File: src/hw/rtl/lkt_pkg.sv
// ----------------------------------------------------------------------------
// lkt_pkg: shared types and constants for the LRU key tracker
// Status codes, sequencer states and the control bundle sent to every cell.
// ----------------------------------------------------------------------------
`default_nettype none

package lkt_pkg;

	localparam int ENTRIES_DEF  = 16;
	localparam int KEY_BITS_DEF = 32;
	localparam int KEY_W        = 32;   // key field width on the streams
	localparam int STATUS_W     = 2;

	typedef enum logic [STATUS_W-1:0] {
		STAT_TOUCHED = 2'd0,
		STAT_EVICTED = 2'd1,
		STAT_EMPTY   = 2'd2,
		STAT_FULL    = 2'd3
	} status_t;

	typedef enum logic {
		CMD_TOUCH = 1'b0,
		CMD_EVICT = 1'b1
	} cmd_t;

	typedef enum logic [1:0] {
		S_IDLE   = 2'd0,
		S_LOOK   = 2'd1,
		S_UPDATE = 2'd2
	} state_t;

	// broadcast to all cells
	typedef struct packed {
		logic look;     // capture compare flags
		logic update;   // apply the item
		logic evict;    // item is an evict
		logic hit_any;  // some cell matched the key
		logic space;    // at least one free cell
	} cell_ctl_t;

endpackage

`default_nettype wire

File: src/hw/rtl/lru_key_tracker.sv
// ----------------------------------------------------------------------------
// lru_key_tracker: least-recently-used replacement tracker
// A row of slot cells keeps keys and age ranks; touch refreshes or inserts a
// key, evict removes and returns the oldest key.
//
//   channel  dir  handshake          payload
//   s_*      in   s_tvalid/s_tready  tuser[0]=cmd, tdata[31:0]=key
//   m_*      out  m_tvalid/m_tready  tuser[1:0]=status, tdata[31:0]=evicted_key
//
// Steps per item: accept, compare in every cell, then update and load the
// output register. The result register lets the next item be taken while a
// result waits; the update step holds while that register is full and
// m_tready is low.
// Reset asynchronously clears all valid bits, ranks and the occupancy count.
// ----------------------------------------------------------------------------
`default_nettype none

module lru_key_tracker #(
	parameter int ENTRIES  = lkt_pkg::ENTRIES_DEF,
	parameter int KEY_BITS = lkt_pkg::KEY_BITS_DEF
) (
	input  wire                           clk,
	input  wire                           arst_n,
	input  wire                           s_tvalid,
	output logic                          s_tready,
	input  wire  [lkt_pkg::KEY_W-1:0]     s_tdata,   // key
	input  wire  [0:0]                    s_tuser,   // cmd
	output logic                          m_tvalid,
	input  wire                           m_tready,
	output logic [lkt_pkg::KEY_W-1:0]     m_tdata,   // evicted_key
	output logic [lkt_pkg::STATUS_W-1:0]  m_tuser    // status
);

	localparam int RANK_W = (ENTRIES > 1) ? $clog2(ENTRIES) : 1;
	localparam int OCC_W  = $clog2(ENTRIES + 1);
	// key bits that pass between the stream field and the stored key
	localparam int CW     = (KEY_BITS < lkt_pkg::KEY_W) ? KEY_BITS : lkt_pkg::KEY_W;

	lkt_pkg::state_t   state_q, state_d;
	lkt_pkg::cmd_t     cmd_q;
	logic [KEY_BITS-1:0] key_q;
	logic [OCC_W-1:0]  occ_q;

	logic                out_valid_q;
	lkt_pkg::status_t    out_status_q;
	logic [lkt_pkg::KEY_W-1:0] out_key_q;

	lkt_pkg::cell_ctl_t  ctl;
	logic                accept;
	logic                commit;

	// cell row outputs
	logic [ENTRIES:0]    free_chain;
	logic [ENTRIES-1:0]  match_vec;
	logic [ENTRIES-1:0]  oldest_vec;
	logic [ENTRIES-1:0]  valid_vec;
	logic [RANK_W-1:0]   rank_arr [ENTRIES];
	logic [KEY_BITS-1:0] key_arr  [ENTRIES];

	logic [RANK_W-1:0]   hit_rank;
	logic [KEY_BITS-1:0] evk;
	logic [RANK_W-1:0]   last_rank;

	assign accept    = s_tvalid && s_tready;
	assign last_rank = RANK_W'(occ_q - 1'b1);

	// ---- sequencer ----
	always_ff @(posedge clk or negedge arst_n) begin
		if (!arst_n)
			state_q <= lkt_pkg::S_IDLE;
		else
			state_q <= state_d;
	end

	always_comb begin
		state_d  = state_q;
		s_tready = 1'b0;
		commit   = 1'b0;
		case (state_q)
			lkt_pkg::S_IDLE: begin
				s_tready = 1'b1;
				if (s_tvalid)
					state_d = lkt_pkg::S_LOOK;
			end
			lkt_pkg::S_LOOK: begin
				state_d = lkt_pkg::S_UPDATE;
			end
			lkt_pkg::S_UPDATE: begin
				// only when the result register can take the result
				if (!out_valid_q || m_tready) begin
					commit  = 1'b1;
					state_d = lkt_pkg::S_IDLE;
				end
			end
			default: begin
				state_d = lkt_pkg::S_IDLE;
			end
		endcase
	end

	// item capture, payload only
	always_ff @(posedge clk) begin
		if (accept) begin
			cmd_q <= lkt_pkg::cmd_t'(s_tuser[0]);
			key_q <= KEY_BITS'(s_tdata[CW-1:0]);
		end
	end

	// ---- reductions across the row (at most one match, one oldest) ----
	always_comb begin
		hit_rank = '0;
		evk      = '0;
		for (int i = 0; i < ENTRIES; i++) begin
			if (match_vec[i])
				hit_rank = hit_rank | rank_arr[i];
			if (oldest_vec[i])
				evk = evk | key_arr[i];
		end
	end

	assign ctl.look    = (state_q == lkt_pkg::S_LOOK);
	assign ctl.update  = commit;
	assign ctl.evict   = (cmd_q == lkt_pkg::CMD_EVICT);
	assign ctl.hit_any = |match_vec;
	assign ctl.space   = free_chain[ENTRIES];

	// ---- cell row; the free claim ripples from cell 0 upward ----
	assign free_chain[0] = 1'b0;

	for (genvar g = 0; g < ENTRIES; g++) begin : g_cell
		lkt_cell #(
			.KEY_BITS (KEY_BITS),
			.RANK_W   (RANK_W)
		) u_cell (
			.clk       (clk),
			.arst_n    (arst_n),
			.ctl       (ctl),
			.key       (key_q),
			.hit_rank  (hit_rank),
			.last_rank (last_rank),
			.free_in   (free_chain[g]),
			.free_out  (free_chain[g+1]),
			.match     (match_vec[g]),
			.oldest    (oldest_vec[g]),
			.valid     (valid_vec[g]),
			.rank      (rank_arr[g]),
			.slot_key  (key_arr[g])
		);
	end

	// ---- occupancy ----
	always_ff @(posedge clk or negedge arst_n) begin
		if (!arst_n)
			occ_q <= '0;
		else if (commit) begin
			if (ctl.evict) begin
				if (|oldest_vec)
					occ_q <= occ_q - 1'b1;
			end else if (!ctl.hit_any && ctl.space)
				occ_q <= occ_q + 1'b1;
		end
	end

	// ---- result register ----
	always_ff @(posedge clk or negedge arst_n) begin
		if (!arst_n)
			out_valid_q <= 1'b0;
		else if (commit)
			out_valid_q <= 1'b1;
		else if (m_tready)
			out_valid_q <= 1'b0;
	end

	always_ff @(posedge clk) begin
		if (commit) begin
			if (ctl.evict) begin
				if (|oldest_vec) begin
					out_status_q <= lkt_pkg::STAT_EVICTED;
					out_key_q    <= lkt_pkg::KEY_W'(evk[CW-1:0]);
				end else begin
					out_status_q <= lkt_pkg::STAT_EMPTY;
					out_key_q    <= '0;
				end
			end else begin
				out_key_q <= '0;
				if (ctl.hit_any || ctl.space)
					out_status_q <= lkt_pkg::STAT_TOUCHED;
				else
					out_status_q <= lkt_pkg::STAT_FULL;
			end
		end
	end

	assign m_tvalid = out_valid_q;
	assign m_tdata  = out_key_q;
	assign m_tuser  = out_status_q;

`ifndef SYNTHESIS
	// occupancy tracks the number of valid cells
	a_occ_count: assert property (@(posedge clk) disable iff (!arst_n)
		$countones(valid_vec) == 32'(occ_q))
		else $error("occupancy differs from valid cell count");

	// held keys are distinct, so a lookup matches at most one cell
	a_one_match: assert property (@(posedge clk) disable iff (!arst_n)
		(state_q == lkt_pkg::S_UPDATE) |-> $onehot0(match_vec))
		else $error("key matched in more than one cell");

	// with a non-empty table, the update step sees exactly one oldest cell
	a_one_oldest: assert property (@(posedge clk) disable iff (!arst_n)
		(state_q == lkt_pkg::S_UPDATE && occ_q != '0) |-> $onehot(oldest_vec))
		else $error("oldest cell not unique");

	// a committed insert grows occupancy by one
	a_insert: assert property (@(posedge clk) disable iff (!arst_n)
		(commit && !ctl.evict && !ctl.hit_any && ctl.space)
			|=> (occ_q == $past(occ_q) + 1'b1))
		else $error("insert did not grow occupancy");
`endif

endmodule

`default_nettype wire

File: src/hw/rtl/lkt_cell.sv
// ----------------------------------------------------------------------------
// lkt_cell: one slot of the LRU key tracker
// Holds a key, a valid bit and an age rank; passes the free-slot claim on.
// ----------------------------------------------------------------------------
`default_nettype none

module lkt_cell #(
	parameter int KEY_BITS = lkt_pkg::KEY_BITS_DEF,
	parameter int RANK_W   = 4
) (
	input  wire                   clk,
	input  wire                   arst_n,
	input  wire lkt_pkg::cell_ctl_t ctl,
	input  wire  [KEY_BITS-1:0]   key,
	input  wire  [RANK_W-1:0]     hit_rank,
	input  wire  [RANK_W-1:0]     last_rank,
	input  wire                   free_in,   // a lower cell is free
	output logic                  free_out,
	output logic                  match,
	output logic                  oldest,
	output logic                  valid,
	output logic [RANK_W-1:0]     rank,
	output logic [KEY_BITS-1:0]   slot_key
);

	logic [KEY_BITS-1:0] key_q;
	logic                valid_q;
	logic [RANK_W-1:0]   rank_q;
	logic                match_q;
	logic                oldest_q;
	logic                first_free;

	assign first_free = !valid_q && !free_in;
	assign free_out   = free_in || !valid_q;

	always_ff @(posedge clk or negedge arst_n) begin
		if (!arst_n) begin
			valid_q  <= 1'b0;
			rank_q   <= '0;
			match_q  <= 1'b0;
			oldest_q <= 1'b0;
		end else begin
			if (ctl.look) begin
				match_q  <= valid_q && (key_q == key);
				oldest_q <= valid_q && (rank_q == last_rank);
			end
			if (ctl.update) begin
				if (ctl.evict) begin
					if (oldest_q) begin
						valid_q <= 1'b0;
						rank_q  <= '0;
					end
				end else if (ctl.hit_any) begin
					if (match_q)
						rank_q <= '0;
					else if (valid_q && rank_q < hit_rank)
						rank_q <= rank_q + 1'b1;
				end else if (ctl.space) begin
					if (valid_q)
						rank_q <= rank_q + 1'b1;
					else if (first_free) begin
						valid_q <= 1'b1;
						rank_q  <= '0;
					end
				end
			end
		end
	end

	// key store, no reset
	always_ff @(posedge clk) begin
		if (ctl.update && !ctl.evict && !ctl.hit_any && ctl.space && first_free)
			key_q <= key;
	end

	assign match    = match_q;
	assign oldest   = oldest_q;
	assign valid    = valid_q;
	assign rank     = rank_q;
	assign slot_key = key_q;

endmodule

`default_nettype wire

File: config.mk
export PLATFORM = sky130hd
export DESIGN_NAME = lru_key_tracker
export DESIGN_NICKNAME = d
export VERILOG_FILES = /design/src/hw/rtl/lkt_pkg.sv /design/src/hw/rtl/lru_key_tracker.sv /design/src/hw/rtl/lkt_cell.sv
export SDC_FILE = /design/constraint.sdc
export NUM_CORES = 1
export LEC_CHECK = 0
export BUFFER_PORTS_ARGS = -buffer_cell sky130_fd_sc_hd__buf_4
export CAP_MARGIN = 20
export CORE_MARGIN = 5
export CORE_UTILIZATION = 65
export CTS_BUF_LIST = sky130_fd_sc_hd__clkbuf_8
export DETAILED_ROUTE_END_ITERATION = 8
export PLACE_DENSITY_LB_ADDON = 0.12
export SYNTH_ARGS = -nofsm -noshare
export SYNTH_HDL_FRONTEND = slang
export SYNTH_SLANG_ARGS = --single-unit
export TNS_END_PERCENT = 30
File: constraint.sdc
create_clock -name clk -period 7.4 [get_ports clk]
set_input_delay 1.48 -clock clk [delete_from_list [all_inputs] [get_ports clk]]
set_output_delay 1.48 -clock clk [all_outputs]
set_load 0.01 [all_outputs]
==> out/summary.json <==
{
  "fp.dieW_um": 240,
  "routabilityCongestion": 1.04,
  "synth_ff_type": "sky130_fd_sc_hd__edfxtp_1",
  "grt_util_all_layers_pct": 45.3,
  "max_slew_violation_count": 0,
  "cellLeakagePower_uw": 0.0128,
  "clock_latency_ns": 0.72,
  "grt_start_max_net_pins": 61,
  "tritoncts": "done",
  "power-per-cell-area_nw_per_um2": 288,
  "route.antenna.remaining_nets": 0,
  "synthesis.instances": 2676,
  "critical_path.max_fanout": 50,
  "post-route-period-util_pct": 54.0,
  "post_synthesis_cell_area_um2": 34500,
  "clock-root-buffer": "sky130_fd_sc_hd__clkbuf_8",
  "dpl_worst_slack_ns": 3.15,
  "ys_ff_latch": 698,
  "yosysTopAreaCell": "sky130_fd_sc_hd__edfxtp_1",
  "drt-total-wl_um": 132000,
  "initial_utilization_pct": 65.6,
  "combined_area_of_the_multi_input_logic_cells_um2": 13400,
  "report.final.hold_viol_count": 0,
  "layout.filler_cells": 3572,
  "synth.cells.most_frequent": "579 x sky130_fd_sc_hd__edfxtp_1, 372 x sky130_fd_sc_hd__xnor2_1, 210 x sky130_fd_sc_hd__xor2_1",
  "cts.reportedPaths.clkPinSlew_ns": 0.06,
  "clock-skew-final_ns": 0.0306,
  "cp-start-kind": "flop",
  "design.portCount": 73,
  "end_kind": "flop",
  "yosys.cell_count.top_type": "sky130_fd_sc_hd__edfxtp_1",
  "setup_slack_ns": 3.40,
  "worst_ep_arrival_time_ns": 4.60,
  "syn_to_final_growth_pct": 10.5,
  "required_ns": 8.00,
  "num_vias": 26400,
  "max_capacitance_violation_total": 0,
  "ff_latch_area_um2": 20400,
  "cts_buffers": 112,
  "drive_gt1_share_pct": 11.9,
  "die_h_um": 240,
  "drt_pre_antenna_iters": 8,
  "synth.yosys.seq_area_share_pct": 59.1,
  "clk_sink_count": 698,
  "number_of_vias_per_cell_after_detailed_routing": 7.44,
  "crit_type": "reg2reg",
  "count_of_final_setup_violators": 0,
  "post-route-min-period_ns": 4.00,
  "grt_setup_unrepaired": "no",
  "grt_overflow_total": 0,
  "ys_warn_count": 0,
  "fin_tns_setup_ns": 0,
  "core_area_um2": 52600,
  "post_synthesis_net_count": 2779,
  "number_of_flops_mapped_to_enable_cells_by_yosys": 579,
  "post_synth_main_area_contributors": "sky130_fd_sc_hd__edfxtp_1 50%, sky130_fd_sc_hd__xnor2_1 9.4%, sky130_fd_sc_hd__dfrtp_1 8.6%",
  "max_slew_margin_pct": 16.5,
  "holdCritPathClass": "reg2reg",
  "maxClockFrequency_mhz": 250,
  "postSynth.asyncResetShare_pct": 17.0,
  "synth_cell_type_count": 64,
  "holdBufCountCts": 0,
  "routedWlPerCell_um": 37.2,
  "ir_worst_vdd_v": 0.000318,
  "post_cts_resize_count": 0,
  "grt_antenna_before_repair": 7,
  "run_status": "completed",
  "post-synth-top-area-fraction_pct": 50.4,
  "grt_pass1_wl_um": 185000,
  "postcts_setup_bufs": 0,
  "utilization_of_the_core_after_routing_pct": 72.5,
  "avgSynthCellArea_um2": 12.9,
  "io_buffer_count": 72,
  "dieArea_um2": 57800,
  "fin_area_um2": 38100,
  "finish.net_count": 2867,
  "drt_first_iter_violations": 4739,
  "number_of_standard_cell_rows_in_the_floorplan": 84,
  "htree_num_levels": 3,
  "first_global_vias": 24916,
  "setup.reg_to_reg.worst_slack_ns": 3.40,
  "cts_buffer_depth": 3,
  "tightest_slew_ns": 1.24,
  "placed_area_um2": 36000,
  "route.detailed.drc": 0,
  "dpl.hpwl_um": 89100
}
==> cells in the final DEF, fill, tap and decap left out, drive strengths merged, types with 7 or more instances in the layout <==
cell type	Yosys	final
nand2	113	113
nand3b	8	8
nand4	92	92
a221oi	100	100
nor3b	11	11
nor4	78	78
nor2	63	63
ha	66	66
dfrtp	119	119
buf	43	155
o21a	10	10
a21o	11	11
clkbuf	138	120
a21oi	18	18
o2111ai	12	12
xor2	210	210
a2111oi	14	14
nor2b	8	8
or4	16	16
nor3	57	57
nand2b	12	12
a22oi	91	91
clkinv	1	37
o211ai	7	7
mux2i	7	7
edfxtp	579	579
inv	29	72
o21ai	77	77
xnor2	372	372
a31oi	38	38
a22o	119	119
nand3	51	51
o31ai	12	12
and3	37	37
a32o	14	14
==> per-stage QoR <==
step / total power [µW] / cells / hold WS, ns
final: 11000 / 3550 / 0.447
after global routing: 11200 / 3545 / 0.466
after CTS: 10800 / 3543 / 0.446
after detailed placement: 7720 / 3337 / 0.434
after global placement: 7670 / 3333 / 0.434
after floorplan: 6530 / 2676 / 0.465
==> area by class of cell <==
type	count	share of cell area (%)
Clock buffer	120	4.33
Multi-Input combinational cell	1767	35.3
Antenna cell	6	0.0394
Sequential cell	698	53.4
Tap cell	688	2.26
Clock inverter	86	1.20
Inverter	30	0.295
Timing Repair Buffer	155	3.16
==> critical path, cell delays in order, from the launching register on <==
cell                       delay (ns)
sky130_fd_sc_hd__edfxtp_1        0.33
sky130_fd_sc_hd__buf_4           0.51
sky130_fd_sc_hd__clkinv_1        0.83
sky130_fd_sc_hd__nand4_1         0.55
sky130_fd_sc_hd__nand2_2         0.32
sky130_fd_sc_hd__or4_1           0.75
sky130_fd_sc_hd__or4_1           0.47
sky130_fd_sc_hd__o211ai_1        0.12
==> sequential cells by signal, summed over array words and instances, names as in the netlist <==
register	cells
m_tuser	2
g_cell.u_cell.valid	16
m_tdata	32
m_tvalid	1
g_cell.u_cell.slot_key	512
g_cell.u_cell.oldest	16
cmd_q	1
g_cell.u_cell.match	16
g_cell.u_cell.rank	64
key_q	32
state_q	2
occ_q	4
==> where the power goes <==
group	internal, µW	leakage (µW)	switching (µW)	total [µW]
Sequential	4560	0.00682	279	4840
Combinational	963	0.00476	1990	2950
Clock	1630	0.00123	1580	3210
==> final timing paths <==
| kind | end | cells past startpoint | from |
|---|---|---|---|
| setup / recovery | g_cell[8].u_cell.rank[3] | 7 | cmd_q |
| hold / removal | g_cell[13].u_cell.slot_key[28] | 0 | key_q[28] |
| setup reg to reg | g_cell[8].u_cell.rank[3] | 7 | cmd_q |
| hold reg to reg | g_cell[13].u_cell.slot_key[28] | 0 | key_q[28] |
| max in group asynchronous | g_cell[9].u_cell.oldest | 2 | arst_n |
| min in group asynchronous | occ_q[3] | 1 | arst_n |
==> metal layers <==
metal | vias to the layer above | global-route usage, % | part of all wire, %
met3 | 603 | 12.9 | 15
met4 | 6 | 31.6 | 9.8
met5 | - | 0 | 0.039
met2 | 2533 | 67.4 | 43
li1 | 10502 | - | -
met1 | 12756 | 57.8 | 32
==> cell families after synthesis <==
kind of cell	count (synthesis)	share of synthesized area (%)
AOI/OAI and AO/OA	545	12.2
xor gates and xnor gates	582	14.8
adders and majority gates	66	2.39
buffers and inverters	211	2.37
DFF	698	59.1
muxes	13	0.399
and+or+nand+nor	561	8.81
Power figures use the tool's default switching activity.
